`src/design/sfr_pkg.sv`:
```
// Shared types, codes and reset values for the serial frame receiver.
// Used by sfr_in_stage, sfr_deframer, sfr_rsp_stage and the core top level.
package sfr_pkg;

   localparam int unsigned ByteWidth = 8;
   localparam int unsigned CsrIndexWidth = 2;

   // Configuration register indexes
   localparam logic [CsrIndexWidth-1:0] CSR_SYNC_VALUE = 2'd0;
   localparam logic [CsrIndexWidth-1:0] CSR_DATA_CODE  = 2'd1;

   // Configuration reset values
   localparam logic [ByteWidth-1:0] SYNC_VALUE_RESET = 8'd22;
   localparam logic [ByteWidth-1:0] DATA_CODE_RESET  = 8'd2;

   // Marker bytes seen while idle
   localparam logic [ByteWidth-1:0] MARK_FILE_START = 8'h7B;
   localparam logic [ByteWidth-1:0] MARK_FILE_END   = 8'h7D;

   // Control byte values
   localparam logic [ByteWidth-1:0] CTRL_EOT  = 8'd4;
   localparam logic [ByteWidth-1:0] CTRL_ENQ  = 8'd5;
   localparam logic [ByteWidth-1:0] CTRL_ACK  = 8'd6;
   localparam logic [ByteWidth-1:0] CTRL_NACK = 8'd21;

   localparam logic [ByteWidth-1:0] BYTE_ZERO = 8'h00;
   localparam logic [ByteWidth-1:0] BYTE_ONES = 8'hFF;
   localparam logic [ByteWidth-1:0] BYTE_ONE  = 8'h01;

   typedef enum logic [2:0] {
      PH_IDLE  = 3'd0,
      PH_ADDR  = 3'd1,
      PH_CTRL  = 3'd2,
      PH_NUM   = 3'd3,
      PH_LEN   = 3'd4,
      PH_DATA  = 3'd5,
      PH_CHECK = 3'd6
   } phase_type;

   typedef enum logic [2:0] {
      EV_PAYLOAD = 3'd0,
      EV_OK      = 3'd1,
      EV_BADCHK  = 3'd2,
      EV_CTRL    = 3'd3,
      EV_FSTART  = 3'd4,
      EV_FEND    = 3'd5
   } event_kind_type;

   typedef enum logic [2:0] {
      CLS_EOT     = 3'd0,
      CLS_ENQ     = 3'd1,
      CLS_ACK     = 3'd2,
      CLS_NACK    = 3'd3,
      CLS_UNKNOWN = 3'd4
   } ctrl_class_type;

   typedef struct packed {
      event_kind_type       event_kind;
      logic [ByteWidth-1:0] payload_value;
      logic [ByteWidth-1:0] frame_address;
      logic [ByteWidth-1:0] control_value;
      ctrl_class_type       control_class;
      logic [ByteWidth-1:0] frame_number;
      logic [ByteWidth-1:0] payload_length;
      logic                 is_last;
   } rsp_type;

   // Map a control byte to its class
   function automatic ctrl_class_type classify(input logic [ByteWidth-1:0] ctrl);
      ctrl_class_type cls;
      case (ctrl)
         CTRL_EOT:  cls = CLS_EOT;
         CTRL_ENQ:  cls = CLS_ENQ;
         CTRL_ACK:  cls = CLS_ACK;
         CTRL_NACK: cls = CLS_NACK;
         default:   cls = CLS_UNKNOWN;
      endcase
      return cls;
   endfunction

endpackage

```
`src/design/sfr_in_stage.sv`:
```
// Input register for received bytes: one entry, refilled in the cycle it drains.
// Depends on sfr_pkg.
module sfr_in_stage
   import sfr_pkg::*;
(
   input  logic                 clock,
   input  logic                 reset,
   input  logic                 req_valid,
   output logic                 req_ready,
   input  logic [ByteWidth-1:0] req_rx_byte,
   input  logic                 advance,
   output logic                 in_valid,
   output logic [ByteWidth-1:0] in_byte
);

   logic                 valid_ff;
   logic                 valid_in;
   logic [ByteWidth-1:0] byte_ff;
   logic                 accept;

   // Take a new request when empty or when the held byte moves on
   assign req_ready = !valid_ff || advance;
   assign accept    = req_valid && req_ready;

   always_comb begin
      if (accept) begin
         valid_in = 1'b1;
      end else if (advance) begin
         valid_in = 1'b0;
      end else begin
         valid_in = valid_ff;
      end
   end

   always_ff @(posedge clock) begin
      if (reset) begin
         valid_ff <= 1'b0;
      end else begin
         valid_ff <= valid_in;
      end
   end

   // Hold the byte until it is processed
   always_ff @(posedge clock) begin
      if (accept) begin
         byte_ff <= req_rx_byte;
      end
   end

   assign in_valid = valid_ff;
   assign in_byte  = byte_ff;

endmodule

```
`src/design/sfr_deframer.sv`:
```
// Frame phase tracking, held header fields and running XOR check.
// Depends on sfr_pkg; produces at most one result per processed byte.
module sfr_deframer
   import sfr_pkg::*;
(
   input  logic                 clock,
   input  logic                 reset,
   input  logic                 advance,
   input  logic [ByteWidth-1:0] in_byte,
   input  logic [ByteWidth-1:0] sync_value,
   input  logic [ByteWidth-1:0] data_code,
   output logic                 has_result,
   output rsp_type              result
);

   phase_type            phase_ff, phase_in;
   logic [ByteWidth-1:0] address_ff, address_in;
   logic [ByteWidth-1:0] control_ff, control_in;
   logic [ByteWidth-1:0] number_ff, number_in;
   logic [ByteWidth-1:0] length_ff, length_in;
   logic [ByteWidth-1:0] left_ff, left_in;
   logic [ByteWidth-1:0] xor_ff, xor_in;
   logic [ByteWidth-1:0] check_value;
   logic                 byte_is_zero;

   assign byte_is_zero = (in_byte == BYTE_ZERO);
   assign check_value  = (xor_ff == BYTE_ZERO || xor_ff == BYTE_ONES) ? BYTE_ONE : xor_ff;

   // Next state
   always_comb begin
      phase_in   = phase_ff;
      address_in = address_ff;
      control_in = control_ff;
      number_in  = number_ff;
      length_in  = length_ff;
      left_in    = left_ff;
      xor_in     = xor_ff;
      if (!(byte_is_zero && phase_ff != PH_DATA)) begin
         case (phase_ff)
            PH_IDLE: begin
               if (in_byte == sync_value) begin
                  phase_in = PH_ADDR;
               end
            end
            PH_ADDR: begin
               address_in = in_byte;
               phase_in   = PH_CTRL;
            end
            PH_CTRL: begin
               control_in = in_byte;
               phase_in   = PH_NUM;
            end
            PH_NUM: begin
               number_in = in_byte;
               phase_in  = (control_ff != data_code) ? PH_IDLE : PH_LEN;
            end
            PH_LEN: begin
               length_in = in_byte;
               left_in   = in_byte;
               xor_in    = BYTE_ZERO;
               phase_in  = PH_DATA;
            end
            PH_DATA: begin
               if (left_ff == BYTE_ZERO) begin
                  phase_in = PH_CHECK;
               end else begin
                  xor_in  = xor_ff ^ in_byte;
                  left_in = left_ff - BYTE_ONE;
                  if (left_ff == BYTE_ONE) begin
                     phase_in = PH_CHECK;
                  end
               end
            end
            PH_CHECK: begin
               phase_in = PH_IDLE;
            end
            default: begin
               phase_in = PH_IDLE;
            end
         endcase
      end
   end

   // Result for the byte being processed
   always_comb begin
      has_result = 1'b0;
      result     = '0;
      if (!(byte_is_zero && phase_ff != PH_DATA)) begin
         case (phase_ff)
            PH_IDLE: begin
               if (in_byte != sync_value) begin
                  if (in_byte == MARK_FILE_START) begin
                     has_result        = 1'b1;
                     result.event_kind = EV_FSTART;
                  end else if (in_byte == MARK_FILE_END) begin
                     has_result        = 1'b1;
                     result.event_kind = EV_FEND;
                  end
               end
            end
            PH_NUM: begin
               if (control_ff != data_code) begin
                  has_result           = 1'b1;
                  result.event_kind    = EV_CTRL;
                  result.frame_address = address_ff;
                  result.control_value = control_ff;
                  result.control_class = classify(control_ff);
                  result.frame_number  = in_byte;
                  result.is_last       = 1'b1;
               end
            end
            PH_DATA: begin
               if (left_ff != BYTE_ZERO) begin
                  has_result            = 1'b1;
                  result.event_kind     = EV_PAYLOAD;
                  result.payload_value  = in_byte;
                  result.frame_address  = address_ff;
                  result.control_value  = control_ff;
                  result.frame_number   = number_ff;
                  result.payload_length = length_ff;
               end
            end
            PH_CHECK: begin
               has_result            = 1'b1;
               result.event_kind     = (in_byte == check_value) ? EV_OK : EV_BADCHK;
               result.frame_address  = address_ff;
               result.control_value  = control_ff;
               result.frame_number   = number_ff;
               result.payload_length = length_ff;
               result.is_last        = 1'b1;
            end
            default: begin
               has_result = 1'b0;
            end
         endcase
      end
   end

   // Advance the frame state once per processed byte
   always_ff @(posedge clock) begin
      if (reset) begin
         phase_ff   <= PH_IDLE;
         address_ff <= '0;
         control_ff <= '0;
         number_ff  <= '0;
         length_ff  <= '0;
         left_ff    <= '0;
         xor_ff     <= '0;
      end else if (advance) begin
         phase_ff   <= phase_in;
         address_ff <= address_in;
         control_ff <= control_in;
         number_ff  <= number_in;
         length_ff  <= length_in;
         left_ff    <= left_in;
         xor_ff     <= xor_in;
      end
   end

endmodule

```
`src/design/sfr_rsp_stage.sv`:
```
// Result register: holds one result until the consumer takes it.
// Depends on sfr_pkg for the result struct.
module sfr_rsp_stage
   import sfr_pkg::*;
(
   input  logic    clock,
   input  logic    reset,
   input  logic    load,
   input  logic    has_result,
   input  rsp_type result,
   output logic    out_free,
   output logic    rsp_valid,
   input  logic    rsp_ready,
   output rsp_type rsp_data
);

   logic    valid_ff;
   logic    valid_in;
   rsp_type data_ff;

   // Slot is free when empty or when its result leaves this cycle
   assign out_free = !valid_ff || rsp_ready;

   always_comb begin
      if (load) begin
         valid_in = has_result;
      end else if (rsp_ready) begin
         valid_in = 1'b0;
      end else begin
         valid_in = valid_ff;
      end
   end

   always_ff @(posedge clock) begin
      if (reset) begin
         valid_ff <= 1'b0;
      end else begin
         valid_ff <= valid_in;
      end
   end

   // Capture a new result only when one is produced
   always_ff @(posedge clock) begin
      if (load && has_result) begin
         data_ff <= result;
      end
   end

   assign rsp_valid = valid_ff;
   assign rsp_data  = data_ff;

endmodule

```
`src/design/serial_frame_receiver_xor_check_core.sv`:
```
// Serial frame receiver with XOR block check: top level.
// An accepted byte waits in the input register until the result slot is free; its result
// is then captured in the result register.
// Throughput: one byte per cycle without back-pressure; both registers refill as they drain.
// Reset (synchronous): phase to waiting for sync, held fields and XOR to zero,
// sync value to 22 and data code to 2, both stages empty.
module serial_frame_receiver_xor_check_core
   import sfr_pkg::*;
(
   input  logic                     clock,
   input  logic                     reset,
   input  logic                     req_valid,
   output logic                     req_ready,
   input  logic [ByteWidth-1:0]     req_rx_byte,
   output logic                     rsp_valid,
   input  logic                     rsp_ready,
   output logic [2:0]               rsp_event_kind,
   output logic [ByteWidth-1:0]     rsp_payload_value,
   output logic [ByteWidth-1:0]     rsp_frame_address,
   output logic [ByteWidth-1:0]     rsp_control_value,
   output logic [2:0]               rsp_control_class,
   output logic [ByteWidth-1:0]     rsp_frame_number,
   output logic [ByteWidth-1:0]     rsp_payload_length,
   output logic                     rsp_is_last,
   input  logic                     csr_write_en,
   input  logic [CsrIndexWidth-1:0] csr_index,
   input  logic [ByteWidth-1:0]     csr_wdata
);

   logic [ByteWidth-1:0] sync_value_ff;
   logic [ByteWidth-1:0] data_code_ff;
   logic                 in_valid;
   logic [ByteWidth-1:0] in_byte;
   logic                 out_free;
   logic                 advance;
   logic                 has_result;
   rsp_type              result;
   rsp_type              rsp_data;

   // Configuration registers
   always_ff @(posedge clock) begin
      if (reset) begin
         sync_value_ff <= SYNC_VALUE_RESET;
         data_code_ff  <= DATA_CODE_RESET;
      end else if (csr_write_en) begin
         case (csr_index)
            CSR_SYNC_VALUE: sync_value_ff <= csr_wdata;
            CSR_DATA_CODE:  data_code_ff  <= csr_wdata;
            default:        sync_value_ff <= sync_value_ff;
         endcase
      end
   end

   // Process the held byte whenever the result slot can take its outcome
   assign advance = in_valid && out_free;

   sfr_in_stage u_in_stage (
      .clock       (clock),
      .reset       (reset),
      .req_valid   (req_valid),
      .req_ready   (req_ready),
      .req_rx_byte (req_rx_byte),
      .advance     (advance),
      .in_valid    (in_valid),
      .in_byte     (in_byte)
   );

   sfr_deframer u_deframer (
      .clock      (clock),
      .reset      (reset),
      .advance    (advance),
      .in_byte    (in_byte),
      .sync_value (sync_value_ff),
      .data_code  (data_code_ff),
      .has_result (has_result),
      .result     (result)
   );

   sfr_rsp_stage u_rsp_stage (
      .clock      (clock),
      .reset      (reset),
      .load       (advance),
      .has_result (has_result),
      .result     (result),
      .out_free   (out_free),
      .rsp_valid  (rsp_valid),
      .rsp_ready  (rsp_ready),
      .rsp_data   (rsp_data)
   );

   assign rsp_event_kind     = rsp_data.event_kind;
   assign rsp_payload_value  = rsp_data.payload_value;
   assign rsp_frame_address  = rsp_data.frame_address;
   assign rsp_control_value  = rsp_data.control_value;
   assign rsp_control_class  = rsp_data.control_class;
   assign rsp_frame_number   = rsp_data.frame_number;
   assign rsp_payload_length = rsp_data.payload_length;
   assign rsp_is_last        = rsp_data.is_last;

   // Only frame-closing events carry the last flag
   a_last_kind: assert property (@(posedge clock) disable iff (reset)
      (rsp_valid && rsp_is_last) |->
         (rsp_data.event_kind == EV_OK || rsp_data.event_kind == EV_BADCHK ||
          rsp_data.event_kind == EV_CTRL))
      else $error("last flag on a non-closing event");

   // Payload value is zero outside payload events
   a_payload_zero: assert property (@(posedge clock) disable iff (reset)
      (rsp_valid && rsp_data.event_kind != EV_PAYLOAD) |-> (rsp_payload_value == BYTE_ZERO))
      else $error("payload value on a non-payload event");

   // A held byte that cannot advance stays put
   a_in_hold: assert property (@(posedge clock) disable iff (reset)
      (in_valid && !advance) |=> (in_valid && $stable(in_byte)))
      else $error("input byte lost while stalled");

   // A stalled result slot blocks processing
   a_no_overrun: assert property (@(posedge clock) disable iff (reset)
      (rsp_valid && !rsp_ready) |-> !advance)
      else $error("byte processed while result slot full");

endmodule
```
`config.mk`:
```
export PLATFORM = sky130hd
export DESIGN_NAME = serial_frame_receiver_xor_check_core
export DESIGN_NICKNAME = d
export VERILOG_FILES = /design/src/design/sfr_pkg.sv /design/src/design/sfr_in_stage.sv /design/src/design/sfr_deframer.sv /design/src/design/sfr_rsp_stage.sv /design/src/design/serial_frame_receiver_xor_check_core.sv
export SDC_FILE = /design/constraint.sdc
export NUM_CORES = 1
export LEC_CHECK = 0
export ABC_AREA = 1
export BUFFER_PORTS_ARGS = -buffer_cell sky130_fd_sc_hd__buf_2
export CAP_MARGIN = 20
export CORE_MARGIN = 2
export CORE_UTILIZATION = 60
export CTS_BUF_LIST = sky130_fd_sc_hd__clkbuf_8
export DETAILED_ROUTE_END_ITERATION = 10
export PLACE_DENSITY = 0.8
export SETUP_SLACK_MARGIN = 0.15
export SYNTH_ARGS = -nofsm -noshare
export SYNTH_HDL_FRONTEND = slang
export SYNTH_HIERARCHICAL = 1
export SYNTH_SLANG_ARGS = --single-unit
```
`constraint.sdc`:
```
create_clock -name clock -period 2.9 [get_ports clock]
set_input_delay 0.29 -clock clock [delete_from_list [all_inputs] [get_ports clock]]
set_output_delay 0.29 -clock clock [all_outputs]
set_load 0.005 [all_outputs]
```
==> key figures, run 1 <==
Power
  – Share of total power in combinational logic: 8.2%
  – Clock power frac: 40.9%
  – NetSw: 890 uW
  – Seq pwr share: 51.0%
  – Sw frac: 23.8%
  – Worst vdd ir: 390 uV
  – Cell-internal power: 2840 uW
  – Leakage: 0.00276 uW
  – PwrDens: 545 nW/um^2

CTS
  – Worst skew pair latency: 0.44 ns
  – Clock Tree Buf Depth: 2
  – Num CTS Buffers: 17
  – CTS tree: yes
  – H-tree depth: 4
  – Clock-pin slew of the registers on the worst-case setup and hold paths: 0.07 ns
  – Root buf cell: clkbuf_8
  – Clock Sinks: 124

Place
  – Port buffer count: 71
  – Post-DP HPWL: 9470 um
  – Gpl congestion: 0.977

Finish
  – Number of diodes: 0
  – Core Util, Final: 70.1%
  – Commonest non-fill, non-tap cells in the layout: 197 x nand2_1, 115 x nor2_1, 71 x buf_2
  – Area growth from synthesis to layout: 13.8%
  – Share of post-route cells with drive strength above 1: 18.5%
  – Fin nets: 846
  – Commonest non-fill, non-tap cell in the layout: nand2_1

Die
  – Core outline area: 9770 um^2
  – Die ar.: 10900 um^2
  – Number of cell rows: 36
  – Die outline width: 104 um
  – Initial Util: 61.6%
  – IO Pins: 72
  – Die H: 104 um

Detailed routing
  – Via count: 5139
  – Avg WL per Cell: 14.2 um
  – Routed Antenna Nets: 0
  – DRC viols: 0
  – Iter 0 DRT Violations: 409
  – DR pass1 iterations: 7
  – Avg Vias per Cell: 5.32
  – WL final: 13700 um

Logic synthesis
  – Register bit total from synthesis: 124
  – Syn Inst Count: 749
  – Post-synthesis sequential area ratio: 50.3%
  – Yosys warnings: 6
  – Count of cell types in the netlist: 33
  – Mapped Nets: 775
  – Synth Area per Inst: 8.05 um^2
  – Mapped cell area: 6030 um^2

Worst setup path
  – WP data required: 3.22 ns
  – Crit path max fanout: 31
  – Worst Reg-to-Reg Cells: 10
  – R2r endpoint: u_deframer/control_ff[1]
  – Reg-to-reg slack, setup: 0.55 ns
  – Critical path startpoint category: flop
  – Crit. End Element: flop
  – Critical R2R Launch: u_deframer/phase_ff[2]
  – Crit Path Class: flop to flop
  – CP arrival: 2.67 ns

STA
  – Final Slew Violations: 0
  – Final Hold Violating Endpoints: 0
  – Worst Max-Slew Pin Slew: 0.752 ns
  – Final setup violating endpoints: 0
  – Setup TNS Final: 0 ns
  – Slew HR: 49.8%
  – Clk_skew: 0.00912 ns
  – Final hold slack: 0.0275 ns
  – F_max: 425 MHz
  – RSZ-0062 raised after global routing: no
  – Final Cycle Share: 81.2%
  – Min cycle time layout: 2.35 ns

Global route
  – Vias in the first global route: 4575
  – Total gr overflow: 0
  – Largest net degree at the start of global routing: 41
  – GRT Util Overall: 25.9%
  – First-pass GRT wire length: 22100 um
  – Initial antenna violation count: 0

Worst hold path
  – Hold EP: u_in_stage/in_byte[5]
  – Hold Path Origin: req_rx_byte[5]
  – Worst min path class: input pin to flop
  – Worst hold stages: 1

Status
  – Status: finished, final reports clean

Flow run
  – Max-cap viol count: 0
==> layout make-up <==
type,instances,area [um^2]
fill,753,2920
inverter,73,282
timing repair buffer,85,493
clock inverter,9,93.8
clock buffer,23,317
sequential,124,3030
multi-input combinational,519,2470
tap,133,166
==> metal layers <==
layer  vias to the layer above  track usage (%)  part of all wire [%]
met2                       252             41.8                    48
li1                       2542                -                     -
met4                         0             8.78                   1.8
met5                         -                0                     0
met1                      2314             34.5                    42
met3                        31             6.14                   8.3
==> synthesized netlist by cell type <==
library cell / instances / share of area (%)
o21ai_1: 2 / 0.17
clkbuf_1: 6 / 0.37
buf_6: 12 / 2.2
inv_1: 62 / 3.9
a31oi_1: 1 / 0.10
nand2_1: 197 / 12
o21ai_2: 1 / 0.15
nand4_1: 4 / 0.42
o21ai_0: 22 / 1.8
nand2_8: 4 / 1.3
nor3_1: 1 / 0.083
inv_4: 3 / 0.31
nor2_1: 115 / 7.2
buf_4: 3 / 0.37
nand3_2: 1 / 0.17
buf_2: 12 / 1.0
dfxtp_1: 69 / 23
nor2_4: 2 / 0.37
a21oi_1: 58 / 4.8
nor2_8: 1 / 0.33
a21oi_2: 4 / 0.58
ha_1: 3 / 0.62
nand2_2: 8 / 0.83
nor3_4: 1 / 0.27
xnor2_1: 13 / 1.9
edfxtp_1: 55 / 27
nand2_4: 1 / 0.19
nand3_1: 69 / 5.7
nand3_4: 2 / 0.58
nand3b_1: 1 / 0.12
a21oi_4: 1 / 0.27
nor2_2: 7 / 0.73
inv_2: 8 / 0.50
==> power by group through the flow <==
stage	Sequential, uW	Combinational (uW)	Clock, uW
finish	1900	305	1530
global route	1910	339	1610
CTS	1900	298	1540
detailed placement	1940	295	0
global placement	1940	288	0
floorplan	1910	251	0
==> worst max-delay path by stage <==
stage,slack (ns),cells after the start,start,end
2_1_floorplan,0.22,12,u_deframer/left_ff[0],u_rsp_stage/rsp_data[0]
3_3_place_gp,0.63,10,u_deframer/phase_ff[2],u_deframer/control_ff[1]
3_5_place_dp,0.61,10,u_deframer/phase_ff[2],u_deframer/control_ff[1]
4_1_cts,0.60,10,u_deframer/phase_ff[2],u_deframer/control_ff[4]
5_1_grt,0.39,10,u_deframer/phase_ff[2],u_deframer/control_ff[1]
6_report,0.55,10,u_deframer/phase_ff[2],u_deframer/control_ff[1]
==> critical path, cell delays in order, from the launching register on <==
cell and delay [ns]:
dfxtp_1 0.58, nand3_4 0.11, buf_4 0.22, nand2_1 0.09, inv_2 0.04, nand2_4 0.16
nand2_8 0.10, inv_4 0.32, nand2_2 0.25, o21ai_0 0.28, a21oi_1 0.07
==> sequential cells by signal (all words and copies together) (netlist names) <==
name / count
u_deframer/control_ff: 8
u_deframer/length_ff: 8
u_rsp_stage/rsp_valid: 1
u_deframer/address_ff: 8
sync_value_ff: 8
u_deframer/phase_ff: 3
u_deframer/left_ff: 8
u_deframer/number_ff: 8
u_deframer/xor_ff: 8
u_in_stage/in_valid: 1
data_code_ff: 8
u_in_stage/in_byte: 8
u_rsp_stage/rsp_data: 47
==> kinds of logic after synthesis <==
| family | after synthesis | share of synthesized area, % |
|---|---|---|
| simple gates | 414 | 30.6 |
| flops | 124 | 50.3 |
| buf+inv | 106 | 8.66 |
| compound gates | 89 | 7.91 |
| xor+xnor | 13 | 1.89 |
| fa+ha+maj | 3 | 0.623 |
==> what timing repair did <==
action | CTS | global route
hold buffers | 0 | 3
resized for setup | 0 | 0
buffers inserted | 0 | 0
hold endpoints to repair | 0 | 3
==> through the flow <==
stage / instances / total power, uW / worst slack (ns) / instance area (um^2)
after floorplan: 749 / 2160 / 0.217 / 6030
after global placement: 931 / 2220 / 0.635 / 6410
after detailed placement: 931 / 2230 / 0.614 / 6410
after CTS: 963 / 3740 / 0.601 / 6830
after global routing: 966 / 3860 / 0.387 / 6860
final: 966 / 3730 / 0.545 / 6860
Note: power is estimated with default switching activity, not from simulation.
==> run 2, diff against run 1 <==
- clock period: 2.9 -> 2.25 ns (I/O delays scaled with it)
==> key figures, run 2 (synthesis results as in run 1) <==
Status
  – Status: finished, final reports clean

Flow run
  – Max-cap viol count: 0 (unchanged)

Detailed routing
  – Avg WL per Cell: 15.3 um (+8.0%)
  – DR pass1 iterations: 5 (-2)
  – Avg Vias per Cell: 5.46 (+2.6%)
  – Routed Antenna Nets: 0 (unchanged)
  – WL final: 15400 um (+13%)
  – Iter 0 DRT Violations: 451 (+10%)
  – Via count: 5498 (+7.0%)
  – DRC viols: 0 (unchanged)

Die
  – Die H: 104 um (unchanged)
  – Core outline area: 9770 um^2 (unchanged)
  – Initial Util: 61.6% (unchanged)
  – IO Pins: 72 (unchanged)
  – Die outline width: 104 um (unchanged)
  – Number of cell rows: 36 (unchanged)
  – Die ar.: 10900 um^2 (unchanged)

Finish
  – Share of post-route cells with drive strength above 1: 24.3% (+5.8 points)
  – Commonest non-fill, non-tap cell in the layout: nand2_1
  – Fin nets: 887 (+4.8%)
  – Commonest non-fill, non-tap cells in the layout: 192 x nand2_1, 111 x nor2_1, 71 x buf_2
  – Core Util, Final: 75.1% (+5.0 points)
  – Max FFs per register: 47 (unchanged)
  – Area growth from synthesis to layout: 21.9%
  – Final Cell Area: 7340 um^2 (+7.1%)
  – Number of diodes: 0 (unchanged)

Worst setup path
  – Crit. End Element: flop
  – CP arrival: 2.24 ns (-0.43 ns)
  – Worst Reg-to-Reg Cells: 12 (+2)
  – CP peak stage delay: 0.33 ns (-0.25 ns)
  – Most used cell, CP: nand2_2
  – Reg-to-reg slack, setup: 0.20 ns (-0.35 ns)
  – R2r endpoint: u_rsp_stage/rsp_data[0]
  – Crit Path Class: flop to flop
  – Critical path startpoint category: flop
  – Crit path max fanout: 9 (-71%)
  – Critical R2R Launch: u_deframer/left_ff[7]
  – WP data required: 2.43 ns (-0.79 ns)
  – Critical path, cell by cell: nor2_1, nand2_2, o21ai_4, nand2_8, inv_8, nand3_2, nand2_2, inv_2, nand2_4, clkinvlp_4, buf_12, clkbuf_16
  – Slowest CP cell: dfxtp_1

STA
  – Min cycle time layout: 2.05 ns (-0.301 ns)
  – F_max: 487 MHz (+15%)
  – Final Slew Violations: 0 (unchanged)
  – RSZ-0062 raised after global routing: no
  – Clk_skew: 0.0159 ns (+0.00675 ns)
  – Final Cycle Share: 91.3% (+10 points)
  – Slew HR: 63.0% (+13 points)
  – Final Hold Violating Endpoints: 0 (unchanged)
  – Worst Max-Slew Pin Slew: 0.555 ns (-0.197 ns)
  – Final setup violating endpoints: 0 (unchanged)
  – Final hold slack: 0.0476 ns (+0.0201 ns)

CTS
  – Clock Sinks: 124 (unchanged)
  – Clock Tree Buf Depth: 2 (unchanged)
  – Clock-pin slew of the registers on the worst-case setup and hold paths: 0.07 ns (about the same)
  – Worst skew pair latency: 0.43 ns (about the same)
  – Root buf cell: clkbuf_8
  – CTS tree: yes
  – H-tree depth: 4 (unchanged)
  – Num CTS Buffers: 17 (unchanged)

Place
  – Port buffer count: 71 (unchanged)
  – Post-DP HPWL: 9900 um (+4.5%)
  – Gpl congestion: 0.922 (-5.6%)
  – Placed Area: 6560 um^2 (+2.2%)

Global route
  – First-pass GRT wire length: 23600 um (+6.8%)
  – GRT Util Overall: 27.6% (+1.7 points)
  – Initial antenna violation count: 0 (unchanged)
  – Total gr overflow: 0 (unchanged)
  – Largest net degree at the start of global routing: 42 (+2.4%)
  – Vias in the first global route: 4965 (+8.5%)

Power
  – PwrDens: 653 nW/um^2 (+20%)
  – Leakage: 0.00299 uW (+8.3%)
  – Worst vdd ir: 441 uV (+13%)

Worst hold path
  – Worst hold stages: 3 (+2)
  – Worst min path class: input pin to flop
  – Hold Path Origin: csr_wdata[7]
  – Hold EP: data_code_ff[7]
## run 2: routing by layer
layer	track usage, %	share of wire (%)	up-vias
li1	-	-	2632
met1	34.4	38	2487
met2	45.6	49	328
met3	5.58	9.7	51
met4	14.4	3.3	0
met5	0	0	-
## run 2: final cells by class
class,count,area [um^2]
clock inverter,12,108
multi-input combinational,519,2550
tap,133,166
inverter,73,298
clock buffer,20,275
sequential,124,3040
fill,695,2430
timing repair buffer,126,905
## run 2: power breakdown
group	switching (uW)	internal [uW]	leakage, uW	total, uW
clock network	821	1040	0.000206	1870
logic	316	180	0.00173	497
registers	49.1	2390	0.00105	2440
total	1190	3610	0.00299	4800
## run 2: what timing repair did
action	CTS	global route
cloned	0	6
hold buffers	9	0
resized for setup	0	18
setup endpoints to repair	31	51
setup buffers	2	18
endpoints found under the hold margin	9	0
pin swaps	0	4
## run 2: how the worst max path moves through the flow
stage	start	end	slack, ns	depth (start not counted)
after floorplan	u_deframer/left_ff[0]	u_rsp_stage/rsp_data[0]	-0.05	12
after global placement	u_in_stage/in_byte[7]	u_rsp_stage/rsp_data[4]	0.22	10
after detailed placement	u_in_stage/in_byte[5]	u_rsp_stage/rsp_data[2]	0.17	13
after CTS	u_deframer/phase_ff[2]	u_rsp_stage/rsp_data[0]	0.17	11
after global routing	u_in_stage/in_byte[0]	u_rsp_stage/rsp_data[0]	0.11	14
final	u_deframer/left_ff[7]	u_rsp_stage/rsp_data[0]	0.20	12
## run 2: per-stage QoR
step / total power, uW / cells / setup slack, ns / TNS (ns)
2_1_floorplan: 2800 / 749 / -0.0497 / -2.33
3_3_place_gp: 2900 / 940 / 0.217 / 0
3_5_place_dp: 2920 / 940 / 0.169 / 0
4_1_cts: 4780 / 983 / 0.171 / 0
5_1_grt: 4980 / 1007 / 0.112 / 0
6_report: 4800 / 1007 / 0.196 / 0
## run 2: critical path, delay by kind of cell (launching register included)
kind | cells | cell delay, ns
AOI/OAI and AO/OA | 1 | 0.23
DFF | 1 | 0.33
and+or+nand+nor | 6 | 0.68
buffers and inverters | 5 | 0.55
